--- src/rtl/ffsb_pkg.sv ---
// Package for the FIRST/FOLLOW set builder: sizes, codes and the
// command and status structs between the controller and the datapath.
// No dependencies.
package ffsb_pkg;

    // Sizes of the grammar store and the symbol space.
    localparam int MAX_RULES    = 64;
    localparam int MAX_RULE_LEN = 8;
    localparam int NUM_SYMBOLS  = 32;

    localparam int SYM_W   = 5;
    localparam int SET_W   = 32;
    localparam int RIDX_W  = 6;
    localparam int RCNT_W  = 7;
    localparam int POS_W   = 4;
    localparam int PIDX_W  = 3;
    localparam int ADDR_W  = RIDX_W + PIDX_W;
    localparam int SADDR_W = SYM_W + 1;
    localparam int CIDX_W  = 8;

    // Result status codes.
    localparam logic [2:0] ST_OK        = 3'd0;
    localparam logic [2:0] ST_LHS_TERM  = 3'd1;
    localparam logic [2:0] ST_SHORT     = 3'd2;
    localparam logic [2:0] ST_BAD_START = 3'd3;
    localparam logic [2:0] ST_OVERFLOW  = 3'd4;

    // Configuration register indexes.
    localparam logic [CIDX_W-1:0] CFG_TERM_COUNT = 8'd0;
    localparam logic [CIDX_W-1:0] CFG_START_SYM  = 8'd1;
    localparam logic [CIDX_W-1:0] CFG_END_SYM    = 8'd2;

    // Datapath operations.
    localparam logic [3:0] OP_NONE       = 4'd0;
    localparam logic [3:0] OP_RD_FIRST   = 4'd1;
    localparam logic [3:0] OP_UPD_FIRST  = 4'd2;
    localparam logic [3:0] OP_SEED_START = 4'd3;
    localparam logic [3:0] OP_RD_SEED    = 4'd4;
    localparam logic [3:0] OP_UPD_SEED   = 4'd5;
    localparam logic [3:0] OP_RD_PROP    = 4'd6;
    localparam logic [3:0] OP_UPD_PROP   = 4'd7;
    localparam logic [3:0] OP_RD_ROW     = 4'd8;
    localparam logic [3:0] OP_EMIT_ROW   = 4'd9;
    localparam logic [3:0] OP_EMIT_FAULT = 4'd10;

    // Commands from the controller.
    typedef struct packed {
        logic              load_en;
        logic              check;
        logic              clear_sets;
        logic              clr_changed;
        logic              done;
        logic [RCNT_W-1:0] rule;
        logic [POS_W-1:0]  pos;
        logic              lat_n;
        logic              lat_m;
        logic              lat_s;
        logic              shift_n;
        logic [3:0]        op;
        logic              row_kind;
        logic [SYM_W-1:0]  row_sym;
        logic              row_last;
    } t_cmd;

    // Status back to the controller.
    typedef struct packed {
        logic              fault;
        logic              changed;
        logic              out_free;
        logic [RCNT_W-1:0] rule_total;
        logic [POS_W-1:0]  len;
        logic [SYM_W-1:0]  term_count;
    } t_stat;

endpackage

--- src/rtl/ffsb_ctrl.sv ---
// Controller of the FIRST/FOLLOW set builder: sequences loading, the
// start check, the three set passes and row emission. Uses ffsb_pkg.
module ffsb_ctrl import ffsb_pkg::*; (
    input  logic  i_clk,
    input  logic  i_rst_n,
    input  logic  i_in_valid,
    input  logic  i_eog,
    input  t_stat i_stat,
    output logic  o_in_ready,
    output t_cmd  o_cmd
);

    localparam logic [4:0] S_LOAD  = 5'd0;
    localparam logic [4:0] S_CHECK = 5'd1;
    localparam logic [4:0] S_CHK2  = 5'd2;
    localparam logic [4:0] S_ERR   = 5'd3;
    localparam logic [4:0] S_F0    = 5'd4;
    localparam logic [4:0] S_F1    = 5'd5;
    localparam logic [4:0] S_F2    = 5'd6;
    localparam logic [4:0] S_F3    = 5'd7;
    localparam logic [4:0] S_F4    = 5'd8;
    localparam logic [4:0] S_FEND  = 5'd9;
    localparam logic [4:0] S_L0    = 5'd10;
    localparam logic [4:0] S_L1    = 5'd11;
    localparam logic [4:0] S_L2    = 5'd12;
    localparam logic [4:0] S_L3    = 5'd13;
    localparam logic [4:0] S_L4    = 5'd14;
    localparam logic [4:0] S_L5    = 5'd15;
    localparam logic [4:0] S_LNEXT = 5'd16;
    localparam logic [4:0] S_P0    = 5'd17;
    localparam logic [4:0] S_P1    = 5'd18;
    localparam logic [4:0] S_P2    = 5'd19;
    localparam logic [4:0] S_P3    = 5'd20;
    localparam logic [4:0] S_P4    = 5'd21;
    localparam logic [4:0] S_PEND  = 5'd22;
    localparam logic [4:0] S_O0    = 5'd23;
    localparam logic [4:0] S_O1    = 5'd24;

    logic [4:0]        r_state, n_state;
    logic [RCNT_W-1:0] r_rule, n_rule;
    logic [POS_W-1:0]  r_j, n_j;
    logic [SYM_W-1:0]  r_row, n_row;
    logic              r_kind, n_kind;
    logic              more_rules;

    assign more_rules = (r_rule + RCNT_W'(1)) < i_stat.rule_total;

    // Next state and command decode.
    always_comb begin
        n_state             = r_state;
        n_rule              = r_rule;
        n_j                 = r_j;
        n_row               = r_row;
        n_kind              = r_kind;
        o_in_ready          = 1'b0;
        o_cmd               = '0;
        o_cmd.rule          = r_rule;
        o_cmd.op            = OP_NONE;
        o_cmd.row_kind      = r_kind;
        o_cmd.row_sym       = r_row;
        o_cmd.row_last      = (r_row == SYM_W'(NUM_SYMBOLS - 1)) && r_kind;
        case (r_state)
            S_LOAD: begin
                o_in_ready = 1'b1;
                if (i_in_valid) begin
                    o_cmd.load_en = 1'b1;
                    if (i_eog) n_state = S_CHECK;
                end
            end
            S_CHECK: begin
                o_cmd.check = 1'b1;
                n_state     = S_CHK2;
            end
            S_CHK2: begin
                if (i_stat.fault) begin
                    n_state = S_ERR;
                end else begin
                    o_cmd.clear_sets  = 1'b1;
                    o_cmd.clr_changed = 1'b1;
                    n_rule            = '0;
                    n_state           = S_F0;
                end
            end
            S_ERR: begin
                if (i_stat.out_free) begin
                    o_cmd.op   = OP_EMIT_FAULT;
                    o_cmd.done = 1'b1;
                    n_state    = S_LOAD;
                end
            end
            // FIRST pass: each production steps through states S_F0 to S_F4.
            S_F0: begin
                o_cmd.pos = POS_W'(0);
                n_state   = S_F1;
            end
            S_F1: begin
                o_cmd.lat_n = 1'b1;
                o_cmd.pos   = POS_W'(1);
                n_state     = S_F2;
            end
            S_F2: begin
                o_cmd.lat_s = 1'b1;
                n_state     = S_F3;
            end
            S_F3: begin
                o_cmd.op = OP_RD_FIRST;
                n_state  = S_F4;
            end
            S_F4: begin
                o_cmd.op = OP_UPD_FIRST;
                if (more_rules) begin
                    n_rule  = r_rule + RCNT_W'(1);
                    n_state = S_F0;
                end else begin
                    n_state = S_FEND;
                end
            end
            S_FEND: begin
                n_rule = '0;
                if (i_stat.changed) begin
                    o_cmd.clr_changed = 1'b1;
                    n_state           = S_F0;
                end else begin
                    o_cmd.op = OP_SEED_START;
                    n_state  = S_L0;
                end
            end
            // FOLLOW seeding from the symbol after each nonterminal.
            S_L0: begin
                n_state = S_L1;
            end
            S_L1: begin
                if (i_stat.len < POS_W'(3)) begin
                    n_state = S_LNEXT;
                end else begin
                    n_j       = POS_W'(1);
                    o_cmd.pos = POS_W'(1);
                    n_state   = S_L2;
                end
            end
            S_L2: begin
                o_cmd.lat_n = 1'b1;
                o_cmd.pos   = r_j + POS_W'(1);
                n_state     = S_L3;
            end
            S_L3: begin
                o_cmd.lat_s = 1'b1;
                n_state     = S_L4;
            end
            S_L4: begin
                o_cmd.op = OP_RD_SEED;
                n_state  = S_L5;
            end
            S_L5: begin
                o_cmd.op = OP_UPD_SEED;
                if ((r_j + POS_W'(2)) < i_stat.len) begin
                    n_j           = r_j + POS_W'(1);
                    o_cmd.shift_n = 1'b1;
                    o_cmd.pos     = r_j + POS_W'(2);
                    n_state       = S_L3;
                end else begin
                    n_state = S_LNEXT;
                end
            end
            S_LNEXT: begin
                if (more_rules) begin
                    n_rule  = r_rule + RCNT_W'(1);
                    n_state = S_L0;
                end else begin
                    n_rule            = '0;
                    o_cmd.clr_changed = 1'b1;
                    n_state           = S_P0;
                end
            end
            // FOLLOW propagation from left side to last symbol.
            S_P0: begin
                o_cmd.pos = POS_W'(0);
                n_state   = S_P1;
            end
            S_P1: begin
                o_cmd.lat_m = 1'b1;
                o_cmd.pos   = i_stat.len - POS_W'(1);
                n_state     = S_P2;
            end
            S_P2: begin
                o_cmd.lat_n = 1'b1;
                n_state     = S_P3;
            end
            S_P3: begin
                o_cmd.op = OP_RD_PROP;
                n_state  = S_P4;
            end
            S_P4: begin
                o_cmd.op = OP_UPD_PROP;
                if (more_rules) begin
                    n_rule  = r_rule + RCNT_W'(1);
                    n_state = S_P0;
                end else begin
                    n_state = S_PEND;
                end
            end
            S_PEND: begin
                n_rule = '0;
                if (i_stat.changed) begin
                    o_cmd.clr_changed = 1'b1;
                    n_state           = S_P0;
                end else begin
                    n_row   = i_stat.term_count;
                    n_kind  = 1'b0;
                    n_state = S_O0;
                end
            end
            // Row emission, FIRST then FOLLOW for each nonterminal.
            S_O0: begin
                o_cmd.op = OP_RD_ROW;
                n_state  = S_O1;
            end
            S_O1: begin
                if (i_stat.out_free) begin
                    o_cmd.op = OP_EMIT_ROW;
                    if (o_cmd.row_last) begin
                        o_cmd.done = 1'b1;
                        n_state    = S_LOAD;
                    end else begin
                        if (r_kind) n_row = r_row + SYM_W'(1);
                        n_kind  = ~r_kind;
                        n_state = S_O0;
                    end
                end
            end
            default: begin
                n_state = S_LOAD;
            end
        endcase
    end

    // State registers.
    always_ff @(posedge i_clk) begin
        if (!i_rst_n) begin
            r_state <= S_LOAD;
            r_rule  <= '0;
            r_j     <= '0;
            r_row   <= '0;
            r_kind  <= 1'b0;
        end else begin
            r_state <= n_state;
            r_rule  <= n_rule;
            r_j     <= n_j;
            r_row   <= n_row;
            r_kind  <= n_kind;
        end
    end

endmodule

--- config.mk ---
export PLATFORM = sky130hd
export DESIGN_NAME = ffsb_ctrl
export DESIGN_NICKNAME = d
export VERILOG_FILES = /design/src/rtl/ffsb_pkg.sv /design/src/rtl/ffsb_ctrl.sv
export SDC_FILE = /design/constraint.sdc
export NUM_CORES = 1
export LEC_CHECK = 0
export BUFFER_PORTS_ARGS = -buffer_cell sky130_fd_sc_hd__buf_2
export CAP_MARGIN = 40
export CORE_UTILIZATION = 49
export DETAILED_ROUTE_END_ITERATION = 8
export PLACE_DENSITY = 0.77
export SETUP_SLACK_MARGIN = 0.4
export SLEW_MARGIN = 10
export SYNTH_ARGS = -nofsm -noshare
export SYNTH_HDL_FRONTEND = slang
export SYNTH_SLANG_ARGS = --single-unit
--- constraint.sdc ---
create_clock -name i_clk -period 2.45 [get_ports i_clk]
set_input_delay 0.245 -clock i_clk [delete_from_list [all_inputs] [get_ports i_clk]]
set_output_delay 0.245 -clock i_clk [all_outputs]
set_load 0.02 [all_outputs]
==> metrics.yaml, run 1 <==
logic_synthesis:
  ys_async_sr_fraction_pct: 0
  yosysMostFrequentCell: "nor2_1"
  seq_area_frac_synth_pct: 18.8
  yosysWarnings: 0
  synth_area_leader_cell: "dfxtp_1"
  netlist_instances: 303
  ys_ff_latch: 22
  synth_nets: 342
  avgSynthCellArea_um2: 7.73
  synth_edf_count: 0
  yosysTopAreaCellShare_pct: 18.8
  yosys-top-cells-count: "nor2_1, nand2_1, dfxtp_1"
  synth_area_leaders: "dfxtp_1, ha_1, nor2_1"
  synth_top_flop_cell: "dfxtp_1"
  syn_area_um2: 2340
  yosysUniqueCellTypes: 73
layout:
  finalNonFillerCells: 445
  antenna_cells: 0
  final_util_pct: 75.0
  syn2layout_area_growth_pct: 43.3
  final_cell_area_um2: 3360
  nets: 433
  drive_above_1_share_pct: 43.8
worst_setup_path:
  r2r-start: "r_rule[0]"
  cpMaxStageDelayCell: "dfxtp_4"
  path_cells: "ha_4 > nand3_4 > and2_4 > or2_4 > ha_4 > nand4_1 > a211oi_4 > nor2_2 > or3_4 > nand3b_1 > buf_6"
  arrival_ns: 2.59
  rr_endpoint: "r_state[4]"
  cp_data_required_time_ns: 2.20
  cp-start-kind: "register"
  critPathMaxFanout: 3
  max_stage_delay_ns: 0.38
  crit_type: "register to primary output"
  ff2ff_setup_slack_ns: -0.34
  critPathMostFrequentCell: "ha_4"
  reg2regPathDepth: 15
  cp-end-kind: "primary output"
sta:
  tightestPinTransition_ns: 0.649
  finClkSkew_ns: 0.0100
  period_share_pct: 116
  slew_headroom_pct: 56.7
  slew_viol_final: 0
  hold_viol: 0
  period_minus_slack_ns: 2.84
  setup_tns_ns: -2.58
  rsz0062_at_grt: "true"
  setup_viol: 15
  max_freq_ghz: 0.353
  whs_ns: 0.228
  worst_slack_ns: -0.387
drt:
  first_pass_iters: 9
  drt-total-wl_um: 8040
  dr_total_vias: 2816
  drc: 2
  ant_nets: 0
  drtIter0Drc: 407
  viasPerCell: 6.33
  wl_per_cell_um: 18.1
placement:
  place_congestion: 0.939
  placed_cell_area_um2: 2860
  placed_cells: 417
  place_hpwl_um: 5140
  io_buffers: 54
run_status:
  violations: "DRC, setup timing"
  outcome: "complete, but fails checks"
floorplan:
  start_util_pct: 52.3
  core-area_um2: 4470
  ios: 55
  rows: 24
  die_area_um2: 5060
  die_h_um: 71.1
  die_x_um: 71.1
clock_tree:
  clock-sinks: 22
  cts_buffer_depth: 2
  holdBufCountCts: 0
  cts_buffers: 3
  insertion_delay_ns: 0.28
  cts_tree: "done"
  cts_root_buf: "clkbuf_8"
  cts.htree.levels: 1
  path_clk_slew_ns: 0.09
global_route:
  grt_pass1_vias: 2630
  grt_start_max_net_pins: 18
  grt_pass1_wl_um: 12400
  gr-usage-all-layers_pct: 30.3
  overflow: 0
  antenna_found_initial: 0
power_and_ir_drop:
  vdd_ir_drop_max_mv: 0.444
  cellPowerDensity_nw_per_um2: 302
  leakagePower_nw: 1.52
job:
  cap_violations: 0
min_path:
  hp-start: "i_stat[0]"
  hold_depth: 3
  worstHoldEndpoint: "r_row[0]"
  holdCritPathClass: "primary input to register"
==> sequential cells by signal, summed over array words and instances, names as in the netlist <==
register / cells
r_state: 5
r_j: 4
r_kind: 1
r_row: 5
r_rule: 7
==> power by group <==
group	total [W]	switching [W]	internal (W)
Clock	0.000279	0.000135	0.000144
Sequential	0.000377	0.0000186	0.000358
Combinational	0.000358	0.000206	0.000152
Total	0.00101	0.000360	0.000654
==> per-stage QoR <==
| step | worst slack, ns | total power [W] |
|---|---|---|
| after floorplan | -0.132 | 0.000593 |
| after global placement | -0.00896 | 0.000690 |
| after detailed placement | -0.0981 | 0.000694 |
| after CTS | -0.390 | 0.000978 |
| after global routing | -0.470 | 0.00105 |
| final | -0.387 | 0.00101 |
==> routing by layer <==
metal	global-route usage, %	wire [um]	vias to the layer above	share of wire [%]
met4	12.2	286	0	3.6
li1	-	-	1298	-
met1	39.1	3300	1311	41
met5	0	0	-	0
met3	5.27	688	36	8.6
met2	49.9	3760	171	47
==> layout make-up <==
type	instances	area, um2
clock buffer	4	55.1
fill	320	1120
inverter	18	67.6
multi-input combinational	242	1910
sequential	22	479
tap	52	65.1
timing repair buffer	107	778
==> worst max-delay path, delay by kind of cell (launching register included) <==
kind	cells	cell delay [ns]
flops	1	0.38
compound gates	1	0.23
simple gates	7	1.16
buf+inv	1	0.12
fa+ha+maj	2	0.41
==> logic make-up after synthesis <==
family          count (synthesis)  share of synthesized area [%]
simple gates                  123                           29.3
compound gates                 94                           31.2
buf+inv                        39                           8.76
flops                          22                           18.8
fa+ha+maj                      16                           8.55
xor+xnor                        8                           2.99
mux                             1                          0.427
==> worst max-delay path by stage <==
stage	end	start
finish	o_cmd[27]	r_rule[0]
global route	o_cmd[27]	r_rule[1]
CTS	o_cmd[27]	r_rule[0]
detailed placement	o_cmd[27]	r_rule[1]
global placement	o_cmd[27]	r_rule[1]
floorplan	o_cmd[27]	r_rule[0]
==> timing repair <==
action                     in CTS  in global routing
setup buffers                  17                  7
setup endpoints to repair      32                 27
pin swaps                      28                 15
gates resized for setup        49                 25
hold endpoints to repair        0                  0
==> cell usage in the layout, fill, tap and decap left out, types with 3 or more instances in the layout <==
master / synthesis / layout
o21a_1: 3 / 3
or2_2: 4 / 3
nor3b_1: 6 / 6
buf_2: 5 / 45
a21oi_1: 13 / 10
ha_4: 0 / 3
a21bo_1: 3 / 3
nand2b_1: 8 / 8
xor2_1: 4 / 4
o22ai_1: 5 / 3
a31oi_1: 4 / 3
buf_6: 5 / 20
o21ai_0: 13 / 11
buf_4: 4 / 41
xnor2_1: 4 / 4
nor2_2: 0 / 3
nand2_1: 24 / 23
or3_4: 1 / 3
nor3_1: 13 / 13
nor4_1: 4 / 3
inv_1: 18 / 18
dfxtp_4: 0 / 9
nor2b_1: 3 / 3
nor2_1: 25 / 22
a21o_1: 5 / 5
o211ai_1: 3 / 3
and2_1: 7 / 4
a21oi_2: 1 / 3
dfxtp_2: 0 / 4
clkbuf_8: 0 / 4
nand3_1: 10 / 9
a22o_1: 3 / 3
dfxtp_1: 22 / 9
ha_1: 16 / 13
Power figures use the tool's default switching activity.
==> run 2, diff against run 1 <==
--- a/config.mk
+++ b/config.mk
@@ -11,7 +11,7 @@
 export DETAILED_ROUTE_END_ITERATION = 8
 export PLACE_DENSITY = 0.77
 export SETUP_SLACK_MARGIN = 0.4
-export SLEW_MARGIN = 10
+export SKIP_CTS_REPAIR_TIMING = 1
 export SYNTH_ARGS = -nofsm -noshare
 export SYNTH_HDL_FRONTEND = slang
 export SYNTH_SLANG_ARGS = --single-unit
==> metrics.yaml, run 2 (same netlist as run 1, synthesis figures left out) <==
run_status:
  outcome: "complete, but fails checks"
  violations: "setup timing"
layout:
  antenna_cells: 0
  drive_above_1_share_pct: 41.7
  finalNonFillerCells: 438
  final_common_cell: "buf_2"
  final_util_pct: 72.9
  nets: 426
  layout_common_cells: "buf_2, buf_4, nand2_1, nor2_1, inv_1"
  largest_register_ffs: 7
  top_regs: "r_rule x7, r_row x5, r_state x5"
  syn2layout_area_growth_pct: 39.3
  top_register: "r_rule"
clock_tree:
  cts_buffer_depth: 2
  cts_buffers: 3
  cts.htree.levels: 1
  insertion_delay_ns: 0.28
  cts_tree: "done"
  cts_root_buf: "clkbuf_8"
  clock-sinks: 22
  path_clk_slew_ns: 0.10
worst_setup_path:
  path_buf_inv: 1
  ff2ff_setup_slack_ns: -0.37
  cp-start-kind: "register"
  max_stage_delay_ns: 0.38
  critPathMaxFanout: 3
  r2r-start: "r_rule[0]"
  critPathMostFrequentCell: "ha_4"
  critical-path-top-delay-family: "simple AND/OR/NAND/NOR gates"
  cpMaxStageDelayCell: "dfxtp_4"
  arrival_ns: 2.74
  rr_endpoint: "r_state[0]"
  crit_type: "register to primary output"
  cp.depth: 11
  cp-end-kind: "primary output"
  cp_data_required_time_ns: 2.20
  path_cells: "ha_4 > nand3_4 > and2_4 > or2_4 > ha_4 > nand4_1 > a211oi_4 > nor2_2 > or3_4 > nand3b_1 > buf_6"
  reg2regPathDepth: 12
min_path:
  worstHoldEndpoint: "r_row[0]"
  holdCritPathClass: "primary input to register"
  hp-start: "i_stat[0]"
  hold_depth: 3
placement:
  place_congestion: 0.939
  place_ws_ns: -0.0981
  place_hpwl_um: 5140
  placed_cells: 417
  io_buffers: 54
drt:
  drt-total-wl_um: 7900
  drtIter0Drc: 394
  first_pass_iters: 8
  viasPerCell: 6.39
  drc: 0
  ant_nets: 0
  dr_total_vias: 2799
  wl_per_cell_um: 18.0
sta:
  hold_viol: 0
  setup_viol: 15
  rsz0062_at_grt: "true"
  period_share_pct: 122
  finClkSkew_ns: 0.0131
  period_minus_slack_ns: 2.98
  worst_slack_ns: -0.534
  setup_tns_ns: -2.77
  slew_viol_final: 0
  max_freq_ghz: 0.335
  slew_headroom_pct: 57.0
  tightestPinTransition_ns: 0.644
power_and_ir_drop:
  leakagePower_nw: 1.48
  vdd_ir_drop_max_mv: 0.384
  p_sw_w: 0.000364
  clkPwrFrac_pct: 27.6
  p_seq_share_pct: 37.6
  intPower_w: 0.000651
  switching_share_pct: 35.8
  cellPowerDensity_nw_per_um2: 311
  pwr-share-comb_pct: 34.7
floorplan:
  die_x_um: 71.1
  rows: 24
  start_util_pct: 52.3
  die_area_um2: 5060
  ios: 55
  core-area_um2: 4470
  die_h_um: 71.1
global_route:
  grt_pass1_wl_um: 11200
  gr-usage-all-layers_pct: 27.0
  overflow: 0
  antenna_found_initial: 0
  grt_pass1_vias: 2474
  grt_start_max_net_pins: 18
job:
  cap_violations: 0
==> run 2: stage by stage <==
step	hold slack (ns)	total power [W]	cell area [um2]
3_3_place_gp	0.459	0.000690	2860
3_5_place_dp	0.480	0.000694	2860
5_1_grt	0.246	0.00105	3260
2_1_floorplan	0.362	0.000593	2440
4_1_cts	0.245	0.000960	2920
6_report	0.237	0.00102	3260
==> run 2: final cells by class <==
cell class / instances / area, um2
timing repair buffer: 100 / 689
sequential: 22 / 479
inverter: 18 / 67.6
clock buffer: 4 / 55.1
tap: 52 / 65.1
multi-input combinational: 242 / 1910
fill: 341 / 1210
==> run 2: how the worst max path moves through the flow <==
stage | startpoint | endpoint | slack [ns]
after floorplan | r_rule[0] | o_cmd[27] | -0.13
after global placement | r_rule[1] | o_cmd[27] | -0.009
after detailed placement | r_rule[1] | o_cmd[27] | -0.1
after CTS | r_rule[1] | o_cmd[27] | -0.42
after global routing | r_rule[0] | o_cmd[27] | -0.55
final | r_rule[0] | o_cmd[27] | -0.53
==> run 2: per-layer routing <==
| layer | vias to the layer above | global-route usage, % | wire length (um) |
|---|---|---|---|
| met3 | 35 | 5.13 | 669 |
| li1 | 1288 | - | - |
| met4 | 0 | 9.11 | 337 |
| met1 | 1299 | 35.4 | 3200 |
| met2 | 177 | 44.6 | 3690 |
| met5 | - | 0 | 0 |
==> run 2: power by group through the flow <==
stage          clock network, W  logic [W]  registers, W
2_1_floorplan                 0   0.000220      0.000372
3_3_place_gp                  0   0.000300      0.000391
3_5_place_dp                  0   0.000303      0.000391
4_1_cts                0.000273   0.000305      0.000383
5_1_grt                0.000294   0.000372      0.000382
6_report               0.000280   0.000353      0.000382
==> run 2: worst reg2reg max path, delay by kind of cell (launching register included) <==
family	cells	cell delay, ns
flops	1	0.38
buf+inv	2	0.26
fa+ha+maj	2	0.41
simple gates	5	0.75
compound gates	3	0.90
==> run 3, diff against run 2 <==
--- a/config.mk
+++ b/config.mk
@@ -10,6 +10,7 @@
 export CORE_UTILIZATION = 49
 export DETAILED_ROUTE_END_ITERATION = 8
 export PLACE_DENSITY = 0.77
+export RECOVER_POWER = 100
 export SETUP_SLACK_MARGIN = 0.4
 export SKIP_CTS_REPAIR_TIMING = 1
 export SYNTH_ARGS = -nofsm -noshare
==> metrics.yaml, run 3 (same netlist as run 1, synthesis figures left out) <==
run_status:
  outcome: "complete, but fails checks"
  violations: "setup timing"
drt:
  first_pass_iters: 8
  drt-total-wl_um: 7890
  viasPerCell: 6.39
  wl_per_cell_um: 18.0
  drc: 0
  ant_nets: 0
  dr_total_vias: 2801
  drtIter0Drc: 389
global_route:
  globalRouteMet2Util_pct: 44.6
  met3_usage_pct: 5.13
  antenna_found_initial: 0
  busiest_layer: "met2"
  grt_start_max_net_pins: 18
  grt_pass1_vias: 2474
  overflow: 0
  gr-usage-all-layers_pct: 27.0
  grt_use_met1_pct: 35.4
  grt_pass1_wl_um: 11200
worst_setup_path:
  crit_type: "register to primary output"
  cp-end-kind: "primary output"
  cp-start-kind: "register"
  r2r-start: "r_rule[0]"
  critPathMaxFanout: 3
  arrival_ns: 2.74
  cp_data_required_time_ns: 2.20
  reg2regPathDepth: 12
  cp-startpoint: "r_rule[0]"
  ff2ff_setup_slack_ns: -0.36
  rr_endpoint: "r_state[0]"
  critPathCapture: "o_cmd[27]"
sta:
  slew_headroom_pct: 57.0
  period_minus_slack_ns: 2.98
  finClkSkew_ns: 0.0128
  tightestPinTransition_ns: 0.644
  hold_viol: 0
  slew_viol_final: 0
  setup_viol: 15
  setup_tns_ns: -2.76
  max_freq_ghz: 0.335
  worst_slack_ns: -0.533
  period_share_pct: 122
  rsz0062_at_grt: "true"
layout:
  top_regs: "r_rule x7, r_row x5, r_state x5"
  fill_cells: 345
  top_register: "r_rule"
  drive_above_1_share_pct: 40.7
  finalNonFillerCells: 438
  largest_register_ffs: 7
  layout_common_cells: "buf_2, buf_4, nand2_1, nor2_1, inv_1"
  syn2layout_area_growth_pct: 39.0
  nets: 426
  antenna_cells: 0
floorplan:
  die_h_um: 71.1
  start_util_pct: 52.3
  die_x_um: 71.1
  rows: 24
  die_area_um2: 5060
  core-area_um2: 4470
  ios: 55
placement:
  place_ws_ns: -0.0981
  place_congestion: 0.939
  placed_cells: 417
  place_hpwl_um: 5140
  io_buffers: 54
power_and_ir_drop:
  cellPowerDensity_nw_per_um2: 312
  leakagePower_nw: 1.46
  vdd_ir_drop_max_mv: 0.385
  power_w: 0.00102
clock_tree:
  insertion_delay_ns: 0.28
  cts_tree: "done"
  cts_buffer_depth: 2
  cts_buffers: 3
  path_clk_slew_ns: 0.10
  cts.htree.levels: 1
  clock-sinks: 22
  cts_root_buf: "clkbuf_8"
min_path:
  holdCritPathClass: "primary input to register"
job:
  cap_violations: 0
-- run 3: cell count changes in the layout (fill, tap and decap cells not counted), sizes merged --
cell / before / now
buf: 100 / 96
clkbuf: 4 / 8
-- run 3: worst min-delay path by stage --
stage | from | end | slack, ns | cells after the start
after global routing | i_stat[0] | r_row[0] | 0.25 | 3
after CTS | i_stat[0] | r_row[0] | 0.24 | 3
after global placement | r_row[4] | r_row[4] | 0.46 | 2
after detailed placement | r_row[4] | r_row[4] | 0.48 | 2
final | i_stat[0] | r_row[0] | 0.24 | 3
after floorplan | i_rst_n | r_rule[0] | 0.36 | 1
-- run 3: metrics by stage --
| step | cell area (um2) | util, % | hold slack (ns) |
|---|---|---|---|
| 2_1_floorplan | 2440 | - | 0.362 |
| 5_1_grt | 3260 | 72.8 | 0.246 |
| 4_1_cts | 2920 | 65.2 | 0.245 |
| 3_5_place_dp | 2860 | 64.0 | 0.480 |
| 6_report | 3260 | 72.8 | 0.237 |
| 3_3_place_gp | 2860 | 64.0 | 0.459 |
-- run 3: power by group --
part           switching, W  internal [W]  total (W)
sequential        0.0000237      0.000358   0.000382
combinational      0.000204      0.000149   0.000353
clock              0.000137      0.000144   0.000281
total              0.000364      0.000651    0.00102
-- run 3: routing by layer --
layer,up-vias,wire length (um)
met5,-,0
met2,177,3700
met1,1301,3190
met3,35,672
li1,1288,-
met4,0,337
-- run 3: cell type report --
type / instances / area [um2] / share of cell area, %
Multi-Input combinational cell: 242 / 1910 / 58.5
Timing Repair Buffer: 100 / 684 / 21.0
Sequential cell: 22 / 479 / 14.7
Inverter: 18 / 67.6 / 2.07
Tap cell: 52 / 65.1 / 2.00
Clock buffer: 4 / 55.1 / 1.69
-- run 3: worst max-delay path, cell delays in order, from the launching register on --
cell and delay, ns:
dfxtp_4 0.38, ha_4 0.15, nand3_4 0.07, and2_4 0.15, or2_4 0.23, ha_4 0.26, nand4_1 0.21, a211oi_4 0.33
nor2_2 0.09, or3_4 0.34, nand3b_1 0.12, buf_6 0.13
